--- config.mk ---
export PLATFORM = sky130hd
export DESIGN_NAME = rgb_saturation_contrast_brightness
export DESIGN_NICKNAME = d
export VERILOG_FILES = /design/src/rtl/rscb_pkg.sv /design/src/rtl/rgb_saturation_contrast_brightness.sv /design/src/rtl/rscb_lane.sv /design/src/rtl/rscb_merge.sv
export SDC_FILE = /design/constraint.sdc
export NUM_CORES = 2
export LEC_CHECK = 0
export BUFFER_PORTS_ARGS = -buffer_cell sky130_fd_sc_hd__buf_4
export CAP_MARGIN = 30
export CORE_MARGIN = 10
export CORE_UTILIZATION = 50
export DETAILED_ROUTE_END_ITERATION = 10
export PLACE_DENSITY_LB_ADDON = 0.12
export SYNTH_ARGS = -nofsm -noshare
export SYNTH_HDL_FRONTEND = slang
export SYNTH_HIERARCHICAL = 1
export SYNTH_SLANG_ARGS = --single-unit
--- constraint.sdc ---
create_clock -name clock -period 9.6 [get_ports clock]
set_input_delay 1.92 -clock clock [delete_from_list [all_inputs] [get_ports clock]]
set_output_delay 1.92 -clock clock [all_outputs]
set_load 0.05 [all_outputs]
--- src/rtl/rscb_pkg.sv ---
`default_nettype none
package rscb_pkg;

   localparam int COLOR_BITS = 8;
   localparam int NUM_LANES = 3;
   localparam int CSR_WIDTH = 8;
   localparam int CSR_INDEX_W = 2;

   localparam int VSUM_W = COLOR_BITS + 2;
   localparam int DIFF_W = VSUM_W + 1;
   localparam int P1_W = 20;
   localparam int T_W = 30;
   localparam int QIN_W = 23;
   localparam int RECIP_W = 24;
   localparam int RECIP_SHIFT = 38;
   localparam int QPROD_W = QIN_W + RECIP_W;

   localparam int UNITY_PCT = 100;
   localparam int BRIGHT_SCALE = 76800;
   localparam int DIVISOR = 30000;
   localparam int CHAN_MAX = (1 << COLOR_BITS) - 1;
   localparam int SAT_LIMIT = (CHAN_MAX + 1) * DIVISOR;
   localparam logic [RECIP_W-1:0] RECIP = RECIP_W'(((64'd1 << RECIP_SHIFT) + DIVISOR - 1) / DIVISOR);

   localparam logic [CSR_INDEX_W-1:0] CSR_SATURATION = 2'd0;
   localparam logic [CSR_INDEX_W-1:0] CSR_CONTRAST = 2'd1;
   localparam logic [CSR_INDEX_W-1:0] CSR_BRIGHTNESS = 2'd2;

   localparam logic [CSR_WIDTH-1:0] SAT_RESET = 8'd100;
   localparam logic [CSR_WIDTH-1:0] CON_RESET = 8'd100;
   localparam logic [CSR_WIDTH-1:0] BRI_RESET = 8'd0;

   typedef struct packed {
      logic b;
      logic c;
      logic d;
   } pipe_en_type;

   typedef struct packed {
      logic                  neg;
      logic                  over;
      logic [COLOR_BITS-1:0] quo;
   } lane_res_type;

endpackage
`default_nettype wire

--- src/rtl/rgb_saturation_contrast_brightness.sv ---
// RGB saturation / contrast / brightness adjust.
// Input channel req_*: one RGB color per transaction, valid/ready.
// Output channel rsp_*: the adjusted color, valid/ready, one result per input.
// Config port csr_*: write csr_wdata to register csr_index when csr_we is high:
//   0 saturation (percent), 1 contrast (percent), 2 brightness (signed percent).
//   Other indexes are ignored. Write only while the pipeline is empty.
// Each input transaction passes the input register, lane stages b, c and d and the output register before rsp_valid.
// Throughput: one color per clock while rsp_ready allows; three channel lanes run in
// parallel, each a three-stage multiply pipeline, followed by a shared clamp/output register.
// Each stage holds its data only while occupied and blocked, so bubbles
// collapse and inputs keep being taken while a finished result waits.
// A sustained rsp_ready low fills the pipe and then drops req_ready.
// Reset (synchronous): pipeline empty, saturation 100, contrast 100,
// brightness 0.
`default_nettype none
module rgb_saturation_contrast_brightness (
   input  wire                               clock,
   input  wire                               reset,
   input  wire                               req_valid,
   output logic                              req_ready,
   input  wire [rscb_pkg::COLOR_BITS-1:0]    req_red_in,
   input  wire [rscb_pkg::COLOR_BITS-1:0]    req_green_in,
   input  wire [rscb_pkg::COLOR_BITS-1:0]    req_blue_in,
   output logic                              rsp_valid,
   input  wire                               rsp_ready,
   output logic [rscb_pkg::COLOR_BITS-1:0]   rsp_red_out,
   output logic [rscb_pkg::COLOR_BITS-1:0]   rsp_green_out,
   output logic [rscb_pkg::COLOR_BITS-1:0]   rsp_blue_out,
   input  wire                               csr_we,
   input  wire [rscb_pkg::CSR_INDEX_W-1:0]   csr_index,
   input  wire [rscb_pkg::CSR_WIDTH-1:0]     csr_wdata
);
   import rscb_pkg::*;

   logic [CSR_WIDTH-1:0] sat_ff, sat_in;
   logic [CSR_WIDTH-1:0] con_ff, con_in;
   logic [CSR_WIDTH-1:0] bri_ff, bri_in;

   logic valid_a_ff, valid_a_in;
   logic valid_b_ff, valid_b_in;
   logic valid_c_ff, valid_c_in;
   logic valid_d_ff, valid_d_in;
   logic valid_o_ff, valid_o_in;

   logic en_a, en_o;
   pipe_en_type en;

   logic [COLOR_BITS-1:0] chan_ff [NUM_LANES];
   logic [COLOR_BITS-1:0] chan_in [NUM_LANES];
   logic [VSUM_W-1:0]     vsum_ff, vsum_in;
   lane_res_type          lane_res [NUM_LANES];

   // config registers
   always_comb begin
      sat_in = sat_ff;
      con_in = con_ff;
      bri_in = bri_ff;
      if (csr_we) begin
         case (csr_index)
            CSR_SATURATION: sat_in = csr_wdata;
            CSR_CONTRAST:   con_in = csr_wdata;
            CSR_BRIGHTNESS: bri_in = csr_wdata;
            default: ;
         endcase
      end
   end

   always_ff @(posedge clock) begin
      if (reset) begin
         sat_ff <= SAT_RESET;
         con_ff <= CON_RESET;
         bri_ff <= BRI_RESET;
      end else begin
         sat_ff <= sat_in;
         con_ff <= con_in;
         bri_ff <= bri_in;
      end
   end

   // stage enables, bubble collapsing
   assign en_o = !valid_o_ff || rsp_ready;
   assign en.d = !valid_d_ff || en_o;
   assign en.c = !valid_c_ff || en.d;
   assign en.b = !valid_b_ff || en.c;
   assign en_a = !valid_a_ff || en.b;
   assign req_ready = en_a;

   assign valid_a_in = en_a ? req_valid : valid_a_ff;
   assign valid_b_in = en.b ? valid_a_ff : valid_b_ff;
   assign valid_c_in = en.c ? valid_b_ff : valid_c_ff;
   assign valid_d_in = en.d ? valid_c_ff : valid_d_ff;
   assign valid_o_in = en_o ? valid_d_ff : valid_o_ff;

   always_ff @(posedge clock) begin
      if (reset) begin
         valid_a_ff <= 1'b0;
         valid_b_ff <= 1'b0;
         valid_c_ff <= 1'b0;
         valid_d_ff <= 1'b0;
         valid_o_ff <= 1'b0;
      end else begin
         valid_a_ff <= valid_a_in;
         valid_b_ff <= valid_b_in;
         valid_c_ff <= valid_c_in;
         valid_d_ff <= valid_d_in;
         valid_o_ff <= valid_o_in;
      end
   end

   // input stage
   assign chan_in[0] = req_red_in;
   assign chan_in[1] = req_green_in;
   assign chan_in[2] = req_blue_in;
   assign vsum_in = VSUM_W'(req_red_in) + VSUM_W'(req_green_in) + VSUM_W'(req_blue_in);

   always_ff @(posedge clock) begin
      if (en_a) begin
         for (int i = 0; i < NUM_LANES; i++) begin
            chan_ff[i] <= chan_in[i];
         end
         vsum_ff <= vsum_in;
      end
   end

   for (genvar i = 0; i < NUM_LANES; i++) begin : g_lane
      rscb_lane u_lane (
         .clock (clock),
         .en    (en),
         .chan  (chan_ff[i]),
         .vsum  (vsum_ff),
         .sat   (sat_ff),
         .con   (con_ff),
         .bri   ($signed(bri_ff)),
         .res   (lane_res[i])
      );
   end

   rscb_merge u_merge (
      .clock     (clock),
      .en        (en_o),
      .res       (lane_res),
      .red_out   (rsp_red_out),
      .green_out (rsp_green_out),
      .blue_out  (rsp_blue_out)
   );

   assign rsp_valid = valid_o_ff;

   a_empty_out_ready: assert property (@(posedge clock) disable iff (reset)
      !valid_o_ff |-> req_ready)
      else $error("req_ready low with empty output stage");

   a_accept_enters: assert property (@(posedge clock) disable iff (reset)
      req_valid && req_ready |=> valid_a_ff)
      else $error("accepted transaction did not enter pipeline");

   a_blocked_holds: assert property (@(posedge clock) disable iff (reset)
      valid_d_ff && !en.d |=> valid_d_ff && valid_o_ff)
      else $error("blocked stage lost its transaction");

   a_out_from_d: assert property (@(posedge clock) disable iff (reset)
      en_o && valid_d_ff |=> valid_o_ff)
      else $error("output stage missed a result");

   a_reset_cfg: assert property (@(posedge clock)
      reset |=> sat_ff == SAT_RESET && con_ff == CON_RESET && bri_ff == BRI_RESET)
      else $error("config registers not at reset value");

endmodule
`default_nettype wire

--- src/rtl/rscb_lane.sv ---
`default_nettype none
module rscb_lane (
   input  wire                              clock,
   input  rscb_pkg::pipe_en_type            en,
   input  wire [rscb_pkg::COLOR_BITS-1:0]   chan,
   input  wire [rscb_pkg::VSUM_W-1:0]       vsum,
   input  wire [rscb_pkg::CSR_WIDTH-1:0]    sat,
   input  wire [rscb_pkg::CSR_WIDTH-1:0]    con,
   input  wire signed [rscb_pkg::CSR_WIDTH-1:0] bri,
   output rscb_pkg::lane_res_type           res
);
   import rscb_pkg::*;

   logic [VSUM_W-1:0]        c3;
   logic signed [DIFF_W-1:0] diff;
   logic signed [P1_W-1:0]   sat_term;
   logic [P1_W-1:0]          unity_term;
   logic signed [P1_W-1:0]   p1_in, p1_ff;
   logic signed [T_W-1:0]    con_term;
   logic signed [T_W-1:0]    bri_term;
   logic signed [T_W-1:0]    t_in, t_ff;
   logic [QPROD_W-1:0]       qprod;
   lane_res_type             res_in, res_ff;

   assign c3 = VSUM_W'(chan) + {1'b0, chan, 1'b0};
   assign diff = $signed({1'b0, c3}) - $signed({1'b0, vsum});
   assign sat_term = P1_W'(diff) * P1_W'($signed({1'b0, sat}));
   assign unity_term = P1_W'(vsum) * P1_W'(UNITY_PCT);
   assign p1_in = sat_term + $signed(unity_term);

   assign con_term = T_W'(p1_ff) * T_W'($signed({1'b0, con}));
   assign bri_term = T_W'(bri) * $signed(T_W'(BRIGHT_SCALE));
   assign t_in = con_term + bri_term;

   // reciprocal multiply, exact for t below 2^23
   assign qprod = QPROD_W'(t_ff[QIN_W-1:0]) * QPROD_W'(RECIP);
   assign res_in.neg = t_ff[T_W-1];
   assign res_in.over = !t_ff[T_W-1] && (t_ff >= $signed(T_W'(SAT_LIMIT)));
   assign res_in.quo = qprod[RECIP_SHIFT +: COLOR_BITS];

   always_ff @(posedge clock) begin
      if (en.b) begin
         p1_ff <= p1_in;
      end
      if (en.c) begin
         t_ff <= t_in;
      end
      if (en.d) begin
         res_ff <= res_in;
      end
   end

   assign res = res_ff;

endmodule
`default_nettype wire

--- src/rtl/rscb_merge.sv ---
`default_nettype none
module rscb_merge (
   input  wire                            clock,
   input  wire                            en,
   input  rscb_pkg::lane_res_type         res [rscb_pkg::NUM_LANES],
   output logic [rscb_pkg::COLOR_BITS-1:0] red_out,
   output logic [rscb_pkg::COLOR_BITS-1:0] green_out,
   output logic [rscb_pkg::COLOR_BITS-1:0] blue_out
);
   import rscb_pkg::*;

   logic [COLOR_BITS-1:0] chan_in [NUM_LANES];
   logic [COLOR_BITS-1:0] chan_ff [NUM_LANES];

   always_comb begin
      for (int i = 0; i < NUM_LANES; i++) begin
         if (res[i].neg) begin
            chan_in[i] = '0;
         end else if (res[i].over) begin
            chan_in[i] = COLOR_BITS'(CHAN_MAX);
         end else begin
            chan_in[i] = res[i].quo;
         end
      end
   end

   always_ff @(posedge clock) begin
      if (en) begin
         for (int i = 0; i < NUM_LANES; i++) begin
            chan_ff[i] <= chan_in[i];
         end
      end
   end

   assign red_out = chan_ff[0];
   assign green_out = chan_ff[1];
   assign blue_out = chan_ff[2];

endmodule
`default_nettype wire

==> results.md <==
- Status: completed
- H-tree depth: 2
- Final GP Congestion: 0.914
- CP max FO: 12
- Hold buffers post-CTS: 0
- EDFF count, synth: 238
- Critical path capture point type: flop
- Die Ht: 406 um
- CTS buffer count: 38
- DRC errors left: 0
- Fin crit share: 84.0%
- Post-route ant nets: 0
- Post-synth ARST share: 0%
- CP max stage cell: edfxtp_1
- Max Clock Freq: 0.124 GHz
- Total grt overflow: 0
- Final hold vios: 0
- Seq/Total Area, Yosys: 10.4%
- Mapped Avg Cell Area: 9.85 um^2
- Top_reg_cell synth: edfxtp_1
- Ys Warns: 6
- Crit path DAT: 8.44 ns
- Number of detailed-route iterations in the first pass: 5
- Crit start category: flop
- Most frequent cell on the critical path: fa_1
- Setup bufs post-CTS: 0
- Worst-case clock buffer depth: 3
- CTS sink cnt: 267
- Slew HR: 29.3%
- Setup CP Type: reg2reg
- Synthesized cell area: 74500 um^2
- Nets: 10300
- Hold crit path type: reg2reg
- IO Port Bufs: 64
- DR vias/cell: 5.05
- Synth cell types: 101
- I/O pins: 65
- Gate Count Post-Synth: 7556
- Final slew viol count: 0
- Antenna violations before repair: 0
- WL final: 164 mm
- Clk root buf: clkbuf_16
- Register bit count reported by yosys: 267
- Initial Util: 50.4%
- Number of global-route vias before repair: 52800
- First-pass GRT wire length: 277 mm
- Wire per inst: 17.1 um
- Synth top area share: 37.6%
- Gr usage total: 20.8%
- Worst slew pin tran: 1.06 ns
- FP Rows: 141
- Crit path time final: 8.07 ns
- Worst endpoint required time: 9.97 ns
- RSZ-0062 raised after global routing: false
- Synth cell count leaders: 2221 x inv_1, 1398 x fa_1, 1288 x ha_1, 422 x and2_1, 391 x nand2_1
- # setup viols final: 0
- Synth area leaders: fa_1 38%, ha_1 22%, inv_1 11%
- Core area: 148000 um^2
- Drt initial violations: 1992
- Crit path largest cell delay: 0.79 ns
- P&R area growth vs syn: 5.47%
- Post_cts resized: 0
- Fraction of layout cells with a size suffix above 1: 3.01%
- Skew-Pair Late Insertion Delay: 0.63 ns
- Clock Skew: 0.0472 ns
- Post-DP HPWL: 141 mm
- Setup tns final: 0 ns
- Total of max-cap violations: 0
- CTS tree: built
- Pin count of the biggest net entering global routing: 69
- Die W: 406 um
- Clk slew on worst S/H paths: 0.05 ns
- Mapped Nets: 10300
- Die area: 165000 um^2
- Most common cell in the synthesized netlist: inv_1
- Vias: 48300
- Dominant cell type by area after synthesis: fa_1
sequential cells by signal, indices dropped and copies added (netlist names):
name and flops:
g_lane.u_lane/res 30, con_ff 8, vsum_ff 10, u_merge/chan_ff 24, valid_a_ff 1, valid_b_ff 1
g_lane.u_lane/t_ff 90, bri_ff 8, rsp_valid 1, g_lane.u_lane/p1_ff 60, valid_c_ff 1, chan_ff 24
sat_ff 8, valid_d_ff 1
cells by family after synthesis:
family                   count (synthesis)  synth area share, %
adder cells (fa/ha/maj)               2686                 59.2
buffers and inverters                 2310                 11.7
AO/OA/AOI/OAI                          653                 5.95
XOR/XNOR                               230                 2.74
AND/OR/NAND/NOR                       1390                 9.74
flip-flops                             267                 10.4
multiplexers                            20                0.269
stage by stage:
step,setup WS (ns),cells,area [um^2],util [%],hold slack (ns)
floorplan,2.35,7556,74500,-,0.426
global placement,1.68,9494,77200,52.3,0.436
detailed placement,1.55,9496,77300,52.3,0.441
CTS,1.52,9566,78500,53.1,0.451
global route,0.806,9568,78500,53.1,0.470
finish,1.53,9569,78500,53.1,0.449
worst max-delay path, delay by kind of cell (launching register included):
kind,cells,cell delay (ns)
and+or+nand+nor,5,0.78
adders and majority gates,9,3.94
xor gates and xnor gates,1,0.09
buffers and inverters,5,0.34
DFF,1,0.79
AOI/OAI and AO/OA,10,1.85
path summary, 6_finish.rpt:
path | from | endpoint | slack [ns] | depth (start not counted)
worst max-delay path | vsum_ff[1]$_DFFE_PP_ | g_lane[1].u_lane/p1_ff[19]$_DFFE_PP_ | 1.53 | 30
worst min-delay path | g_lane[0].u_lane/t_ff[29]$_DFFE_PP_ | g_lane[0].u_lane/res[9]$_DFFE_PP_ | 0.45 | 0
worst max register to register | vsum_ff[1]$_DFFE_PP_ | g_lane[1].u_lane/p1_ff[19]$_DFFE_PP_ | 1.53 | 30
worst min register to register | g_lane[0].u_lane/t_ff[29]$_DFFE_PP_ | g_lane[0].u_lane/res[9]$_DFFE_PP_ | 0.45 | 0
cells in the final DEF (no fill, tap or decap), types with 8 or more instances in the layout:
| cell | synthesis | layout |
|---|---|---|
| a211o_1 | 11 | 11 |
| a211oi_1 | 28 | 28 |
| a21boi_0 | 15 | 15 |
| a21o_1 | 85 | 85 |
| a21oi_1 | 184 | 184 |
| a31oi_1 | 27 | 27 |
| and2_1 | 422 | 422 |
| and3_1 | 39 | 39 |
| buf_4 | 0 | 95 |
| clkbuf_1 | 78 | 8 |
| clkbuf_16 | 0 | 38 |
| dfxtp_1 | 29 | 21 |
| dfxtp_2 | 0 | 8 |
| edfxtp_1 | 238 | 238 |
| fa_1 | 1398 | 1398 |
| ha_1 | 1288 | 1288 |
| inv_1 | 2221 | 2221 |
| mux2i_1 | 20 | 20 |
| nand2_1 | 391 | 390 |
| nand2b_1 | 34 | 33 |
| nand3_1 | 84 | 83 |
| nand3b_1 | 11 | 11 |
| nand4_1 | 21 | 21 |
| nor2_1 | 175 | 175 |
| nor2b_1 | 72 | 72 |
| nor3_1 | 60 | 60 |
| nor4_1 | 8 | 8 |
| o211ai_1 | 26 | 26 |
| o21a_1 | 25 | 25 |
| o21ai_0 | 98 | 98 |
| o21ai_1 | 15 | 15 |
| o21ba_1 | 24 | 24 |
| o21bai_1 | 24 | 24 |
| or2_2 | 12 | 12 |
| or3_1 | 17 | 17 |
| or4_1 | 8 | 8 |
| xnor2_1 | 159 | 159 |
| xor2_1 | 68 | 68 |
layer usage:
layer | global-route usage, % | vias to the layer above | part of all wire (%)
li1 | - | 23300 | -
met1 | 29.3 | 24100 | 48
met2 | 34.9 | 694 | 47
met3 | 2.17 | 172 | 3.5
met4 | 4.01 | 0 | 2.0
met5 | 0 | - | 0
area by class of cell:
cell class | instances | area (um^2)
Fill cell | 13400 | 69300
Multi-Input combinational cell | 4979 | 58000
Inverter | 2223 | 8340
Sequential cell | 267 | 7740
Tap cell | 1930 | 2410
Clock buffer | 47 | 995
Timing Repair Buffer | 99 | 771
Clock inverter | 23 | 235
Antenna cell | 1 | 2.50
Power is not shown: default switching activity piles up to over one toggle a cycle in this logic, so the estimate is an artifact.
